### config.mk
export PLATFORM = sky130hd
export DESIGN_NAME = integer_to_decimal_text
export DESIGN_NICKNAME = d
export VERILOG_FILES = /design/src/i2dt_pkg.sv /design/src/i2dt_shift_unit.sv /design/src/i2dt_ctrl.sv /design/src/integer_to_decimal_text.sv
export SDC_FILE = /design/constraint.sdc
export NUM_CORES = 1
export LEC_CHECK = 0
export ABC_AREA = 1
export BUFFER_PORTS_ARGS = -buffer_cell sky130_fd_sc_hd__buf_2
export CAP_MARGIN = 10
export CORE_MARGIN = 1
export CORE_UTILIZATION = 40
export CTS_CLUSTER_SIZE = 16
export DETAILED_ROUTE_END_ITERATION = 8
export GPL_TIMING_DRIVEN = 0
export MAX_ROUTING_LAYER = met4
export PLACE_DENSITY = 0.57
export SLEW_MARGIN = 5
export SYNTH_ARGS = -nofsm -noshare
export SYNTH_HDL_FRONTEND = slang
export SYNTH_SLANG_ARGS = --single-unit
### constraint.sdc
create_clock -name clock -period 2.7 [get_ports clock]
set_input_delay 0.27 -clock clock [delete_from_list [all_inputs] [get_ports clock]]
set_output_delay 0.27 -clock clock [all_outputs]
set_load 0.005 [all_outputs]
### src/i2dt_pkg.sv
// Shared constants, types and codes for the integer to decimal text converter.
package i2dt_pkg;

   // Width of the signed integer taken from each input beat.
   localparam int VALUE_BITS = 32;

   // Decimal digits needed for the largest unsigned magnitude; 1233/4096 approximates log10(2).
   localparam int DIGIT_COUNT  = (VALUE_BITS * 1233) / 4096 + 1;
   localparam int BCD_BITS     = 4 * DIGIT_COUNT;
   localparam int BIT_CNT_BITS = $clog2(VALUE_BITS + 1);
   localparam int DIG_CNT_BITS = $clog2(DIGIT_COUNT + 1);

   localparam logic [7:0] ASCII_ZERO  = 8'h30;
   localparam logic [7:0] ASCII_MINUS = 8'h2D;

   // Double dabble correction: a digit of five or more gets three added before each shift.
   localparam logic [3:0] DIGIT_FIX_LIMIT = 4'd5;
   localparam logic [3:0] DIGIT_FIX_ADD   = 4'd3;

   typedef enum logic [1:0] {
      UNIT_HOLD,
      UNIT_LOAD,
      UNIT_DABBLE,
      UNIT_NEXT_DIGIT
   } unit_op_type;

   typedef enum logic [2:0] {
      ST_IDLE,
      ST_CONVERT,
      ST_TRIM,
      ST_SIGN,
      ST_DIGITS
   } state_type;

   typedef struct packed {
      logic [3:0] top_digit;
      logic       negative;
   } unit_status_type;

endpackage

### src/i2dt_shift_unit.sv
// Shared shift and add-three unit that turns the magnitude into BCD digits and shifts them out.
module i2dt_shift_unit (
   input  logic                                    clock,
   input  i2dt_pkg::unit_op_type                   op,
   input  logic signed [i2dt_pkg::VALUE_BITS-1:0]  load_value,
   output i2dt_pkg::unit_status_type               status
);

   logic [i2dt_pkg::VALUE_BITS-1:0] bin_ff, bin_in;
   logic [i2dt_pkg::BCD_BITS-1:0]   bcd_ff, bcd_in;
   logic                            negative_ff, negative_in;
   logic [i2dt_pkg::BCD_BITS-1:0]   fixed;

   always_comb begin
      fixed = bcd_ff;
      for (int d = 0; d < i2dt_pkg::DIGIT_COUNT; d++) begin
         if (bcd_ff[4*d +: 4] >= i2dt_pkg::DIGIT_FIX_LIMIT) begin
            fixed[4*d +: 4] = bcd_ff[4*d +: 4] + i2dt_pkg::DIGIT_FIX_ADD;
         end
      end

      bin_in      = bin_ff;
      bcd_in      = bcd_ff;
      negative_in = negative_ff;
      unique case (op)
         i2dt_pkg::UNIT_HOLD: begin
         end
         i2dt_pkg::UNIT_LOAD: begin
            // The magnitude is taken as unsigned, so the most negative value is exact.
            negative_in = load_value[i2dt_pkg::VALUE_BITS-1];
            bin_in      = load_value[i2dt_pkg::VALUE_BITS-1] ? (~load_value + 1'b1)
                                                              : load_value;
            bcd_in      = '0;
         end
         i2dt_pkg::UNIT_DABBLE: begin
            bcd_in = {fixed[i2dt_pkg::BCD_BITS-2:0], bin_ff[i2dt_pkg::VALUE_BITS-1]};
            bin_in = {bin_ff[i2dt_pkg::VALUE_BITS-2:0], 1'b0};
         end
         i2dt_pkg::UNIT_NEXT_DIGIT: begin
            bcd_in = {bcd_ff[i2dt_pkg::BCD_BITS-5:0], 4'b0000};
         end
         default: begin
         end
      endcase
   end

   always_ff @(posedge clock) begin
      bin_ff      <= bin_in;
      bcd_ff      <= bcd_in;
      negative_ff <= negative_in;
   end

   assign status.top_digit = bcd_ff[i2dt_pkg::BCD_BITS-1 -: 4];
   assign status.negative  = negative_ff;

endmodule

### src/i2dt_ctrl.sv
// Sequencer that steps the shift unit, trims leading zeros and hands out one character per beat.
module i2dt_ctrl (
   input  logic                        clock,
   input  logic                        reset,
   input  logic                        req_valid,
   output logic                        req_stall,
   output logic                        rsp_valid,
   input  logic                        rsp_stall,
   output logic [7:0]                  rsp_out_char,
   output logic                        rsp_last_char,
   input  i2dt_pkg::unit_status_type   status,
   output i2dt_pkg::unit_op_type       op
);

   i2dt_pkg::state_type                 state_ff, state_in;
   logic [i2dt_pkg::BIT_CNT_BITS-1:0]   bits_ff, bits_in;
   logic [i2dt_pkg::DIG_CNT_BITS-1:0]   left_ff, left_in;

   always_ff @(posedge clock) begin
      if (reset) begin
         state_ff <= i2dt_pkg::ST_IDLE;
      end else begin
         state_ff <= state_in;
      end
      bits_ff <= bits_in;
      left_ff <= left_in;
   end

   always_comb begin
      state_in      = state_ff;
      bits_in       = bits_ff;
      left_in       = left_ff;
      op            = i2dt_pkg::UNIT_HOLD;
      req_stall     = 1'b1;
      rsp_valid     = 1'b0;
      rsp_out_char  = i2dt_pkg::ASCII_ZERO + {4'b0000, status.top_digit};
      rsp_last_char = 1'b0;
      unique case (state_ff)
         i2dt_pkg::ST_IDLE: begin
            req_stall = 1'b0;
            if (req_valid) begin
               op       = i2dt_pkg::UNIT_LOAD;
               bits_in  = i2dt_pkg::BIT_CNT_BITS'(i2dt_pkg::VALUE_BITS);
               state_in = i2dt_pkg::ST_CONVERT;
            end
         end
         i2dt_pkg::ST_CONVERT: begin
            op      = i2dt_pkg::UNIT_DABBLE;
            bits_in = bits_ff - 1'b1;
            if (bits_ff == i2dt_pkg::BIT_CNT_BITS'(1)) begin
               left_in  = i2dt_pkg::DIG_CNT_BITS'(i2dt_pkg::DIGIT_COUNT);
               state_in = i2dt_pkg::ST_TRIM;
            end
         end
         i2dt_pkg::ST_TRIM: begin
            // Drop leading zero digits, but always keep the units digit.
            if (status.top_digit == 4'd0 && left_ff > i2dt_pkg::DIG_CNT_BITS'(1)) begin
               op      = i2dt_pkg::UNIT_NEXT_DIGIT;
               left_in = left_ff - 1'b1;
            end else if (status.negative) begin
               state_in = i2dt_pkg::ST_SIGN;
            end else begin
               state_in = i2dt_pkg::ST_DIGITS;
            end
         end
         i2dt_pkg::ST_SIGN: begin
            rsp_valid    = 1'b1;
            rsp_out_char = i2dt_pkg::ASCII_MINUS;
            if (!rsp_stall) begin
               state_in = i2dt_pkg::ST_DIGITS;
            end
         end
         i2dt_pkg::ST_DIGITS: begin
            rsp_valid     = 1'b1;
            rsp_last_char = (left_ff == i2dt_pkg::DIG_CNT_BITS'(1));
            if (!rsp_stall) begin
               op      = i2dt_pkg::UNIT_NEXT_DIGIT;
               left_in = left_ff - 1'b1;
               if (left_ff == i2dt_pkg::DIG_CNT_BITS'(1)) begin
                  state_in = i2dt_pkg::ST_IDLE;
               end
            end
         end
         default: begin
            state_in = i2dt_pkg::ST_IDLE;
         end
      endcase
   end

endmodule

### src/integer_to_decimal_text.sv
// Top level of the signed integer to decimal ASCII text converter.
//
//   channel   ports                             direction   beat
//   request   req_valid req_stall req_value     in          one signed integer
//   response  rsp_valid rsp_stall rsp_out_char  out         one character, most significant first
//             rsp_last_char
//
// An integer is loaded, shifted VALUE_BITS times through the shared double dabble
// unit, stripped of up to DIGIT_COUNT-1 leading zero digits and checked for sign, then
// handed out as a minus sign, if negative, and its digits, one character per beat while the response is not stalled.
// The request side is stalled after the accepting beat until the last character is taken.
// A response stall holds the current character and its last flag unchanged.
// Reset is synchronous and returns only the sequencer state to idle; the counters and shift unit are not reset.
module integer_to_decimal_text (
   input  logic                                    clock,
   input  logic                                    reset,
   input  logic                                    req_valid,
   output logic                                    req_stall,
   input  logic signed [i2dt_pkg::VALUE_BITS-1:0]  req_value,
   output logic                                    rsp_valid,
   input  logic                                    rsp_stall,
   output logic [7:0]                              rsp_out_char,
   output logic                                    rsp_last_char
);

   i2dt_pkg::unit_op_type      op;
   i2dt_pkg::unit_status_type  status;

   i2dt_shift_unit u_shift_unit (
      .clock      (clock),
      .op         (op),
      .load_value (req_value),
      .status     (status)
   );

   i2dt_ctrl u_ctrl (
      .clock         (clock),
      .reset         (reset),
      .req_valid     (req_valid),
      .req_stall     (req_stall),
      .rsp_valid     (rsp_valid),
      .rsp_stall     (rsp_stall),
      .rsp_out_char  (rsp_out_char),
      .rsp_last_char (rsp_last_char),
      .status        (status),
      .op            (op)
   );

endmodule
==> out/results.tsv <==
metric	value	unit
final_hold_viol_count	0	
overflow	0	
numCtsBuffers	9	
die_y	121.5	um
slew_headroom	0.3821	
ys_seq_area_frac	0.4469	
period_share	0.9596	
antenna_found_initial	0	
dieArea	14760	um2
core-area	13880	um2
cts_tree	done	
netlist.area_leader.share	0.4364	
vias	4985	
dpl.hpwl	9.900	mm
holdWs	0.08878	ns
path_class	flip-flop to flip-flop	
seq_power_share	0.361	
clk_latency	0.35	ns
drtAntennaViolNets	0	
maxCapViolations	0	
rr_startpoint	u_shift_unit.bcd_ff[36]$_DFFE_PP_	
routed_via_density	5.193	
r2r_end	u_shift_unit.bcd_ff[12]$_DFFE_PP_	
gr-usage-all-layers	0.2046	
grt_max_degree	21	
p_total	0.008324	W
switching_share	0.4254	
wl_met1	6.793	mm
synth_area	5712	um2
cts.sinks	86	
final_core_util	0.4791	
regArea	2552	um2
synth_area_leaders	edfxtp_1 (44%), nand2_1 (8.8%), o21ai_0 (7.9%)	
netlist_instances	713	
wl_met2	6.591	mm
wl	14.09	mm
multi_input_area	2696	um2
crit_required	2.78	ns
maxSlewViolCount	0	
ys_warn_count	0	
fin_area	6650	um2
firstDrtPassIters	5	
start_kind	flip-flop	
hp-class	primary input to flip-flop	
synth_area_leader_cell	edfxtp_1	
top_layer_used	met4	
cp-startpoint	u_shift_unit.bcd_ff[36]$_DFFE_PP_	
clockPowerShare	0.158	
yosysUniqueCellTypes	37	
port_buffers	43	
layout_common_cells	nand2_1 (133), inv_1 (97), o21ai_0 (86)	
fin_skew	0.01244	ns
grt_pass1_vias	4656	
htree_levels	3	
fin_cells	960	
rsz0062_at_grt	true	
powerDensity	1252	nW/um2
routabilityCongestion	0.9033	
final_common_cell	nand2_1	
ys_ff_latch	86	
comb_power_share	0.480	
leakage	2.855	nW
drtIter0Drc	379	
min-delay-start	reset	
start_util	0.4115	
arrival	2.67	ns
period_needed	2.591	ns
fmax	0.3860	GHz
r2r_cells	16	
status	finished, final reports clean	
clkTransAtPathRegs	0.07	ns
internal_power	0.004783	W
regToRegSetupSlack	0.11	ns
rows	43	
placedInstanceArea	6160	um2
setup.worst_path.end_class	flip-flop	
layout-drive-gt1-share	0.1603	
cts_root_buffer	clkbuf_16	
drcViolationCount	0	
fp.dieW	121.5	um
route.met3.wl	567	um
max-vdd-ir-drop	0.4687	mV
pin_count	47	
grt_pass1_wl	22.40	mm
cp_max_fo	10	
cp-endpoint	u_shift_unit.bcd_ff[12]$_DFFE_PP_	
cts_hold_buf	0	
fill_cells	1375	
setup_viol	0	
clock_path_buffers	2	
n_antenna_cell	0	
dp_cells	937	
fin_nets	841	
syn2layout_area_growth	16.43	%
p_switching	0.003541	W
wl_per_cell	14.68	um
worst_pin_slew	0.9172	ns
avgSynthCellArea	8.011	um2
## layer usage
| layer | vias to the layer above | track usage |
|---|---|---|
| met5 | - | - |
| li1 | 2521 | - |
| met3 | 11 | 0.04323 |
| met1 | 2333 | 0.2714 |
| met2 | 120 | 0.3171 |
| met4 | 0 | 0.05324 |
## area by class of cell
class                   count  share of cell area
flip-flops and latches     86              0.3838
repair buffers             48             0.04177
inverters                 105             0.06077
well taps                 180             0.03387
repair inverters            2            0.002258
clock inverters             4             0.01072
multi-input cells         503              0.4055
plain buffers              20             0.02578
clock buffers              12             0.03556
## sequential cells by signal (all words and copies together) (netlist names)
register                  cells
u_shift_unit.bcd_ff          40
u_shift_unit.bin_ff          32
u_ctrl.bits_ff                6
u_ctrl.left_ff                4
u_ctrl.state_ff               3
u_shift_unit.negative_ff      1
## power by group through the flow
stage	clock, W	sequential [W]	combinational [W]
2_1_floorplan	0	0.00293	0.00247
3_3_place_gp	0	0.00304	0.00331
3_5_place_dp	0	0.00305	0.00343
4_1_cts	0.00135	0.00300	0.00393
5_1_grt	0.00139	0.00309	0.00448
6_report	0.00132	0.00301	0.00400
## stage by stage
step	worst slack (ns)	setup TNS, ns
6_report	0.1091	0
3_3_place_gp	-0.6087	-49.06
2_1_floorplan	0.006140	0
4_1_cts	0.02318	0
5_1_grt	-0.01743	-0.03959
3_5_place_dp	-0.6728	-56.26
## worst min path at each step
stage	slack, ns	to	cells past startpoint
after floorplan	0.34	u_ctrl.state_ff[1]$_SDFFE_PP0P_	1
after global placement	0.44	u_ctrl.state_ff[1]$_SDFFE_PP0P_	2
after detailed placement	0.45	u_ctrl.state_ff[1]$_SDFFE_PP0P_	2
after CTS	0.08	u_ctrl.state_ff[1]$_SDFFE_PP0P_	2
after global routing	0.08	u_ctrl.state_ff[1]$_SDFFE_PP0P_	2
final	0.09	u_ctrl.state_ff[1]$_SDFFE_PP0P_	2
## critical path, stage by stage, from the launching register on
cell and delay (ns):
edfxtp_1 0.41, inv_1 0.10, ha_1 0.17, nand2_1 0.09, nor2_2 0.15, nand2_1 0.07, inv_1 0.07, nand2_2 0.07
o21ai_2 0.08, inv_1 0.09, o21ai_4 0.09, inv_2 0.07, ha_1 0.21, buf_6 0.15, clkbuf_2 0.24, o211ai_1 0.15
o21ai_0 0.11
## cell families after synthesis
group,Yosys count,synth area share
compound gates,158,0.1511
simple gates,303,0.2342
fa+ha+maj,30,0.06572
buf+inv,125,0.08697
other cells,2,0.001315
xor+xnor,9,0.01380
flops,86,0.4469
## cells in the mapped netlist
| master | number |
|---|---|
| and2_1 | 2 |
| xor2_1 | 7 |
| nor2_4 | 3 |
| nor3_1 | 3 |
| nor2_1 | 75 |
| inv_1 | 102 |
| nor2_2 | 8 |
| inv_2 | 3 |
| nor3_4 | 1 |
| nand3b_1 | 2 |
| or2_2 | 4 |
| o31ai_1 | 1 |
| o21ai_0 | 90 |
| nand2_1 | 134 |
| nor4_1 | 1 |
| a21oi_1 | 35 |
| o22ai_1 | 9 |
| o32ai_1 | 5 |
| ha_1 | 30 |
| nand2_2 | 8 |
| o21ai_1 | 5 |
| buf_2 | 7 |
| nand3_2 | 1 |
| conb_1 | 2 |
| clkbuf_1 | 8 |
| edfxtp_1 | 83 |
| nand3_1 | 51 |
| xnor2_1 | 2 |
| o211ai_1 | 6 |
| buf_4 | 5 |
| nand4_1 | 9 |
| o21ai_2 | 2 |
| or4_1 | 1 |
| a21oi_2 | 2 |
| o31ai_2 | 1 |
| a31oi_1 | 2 |
| dfxtp_1 | 3 |
## repair_timing
item / 4_1_cts / 5_1_grt
gates resized for setup: 28 / 19
endpoints found under the setup margin: 143 / 111
cloned: 2 / 0
pin swaps: 0 / 1
buffers inserted: 5 / 0
Power figures use the tool's default switching activity.
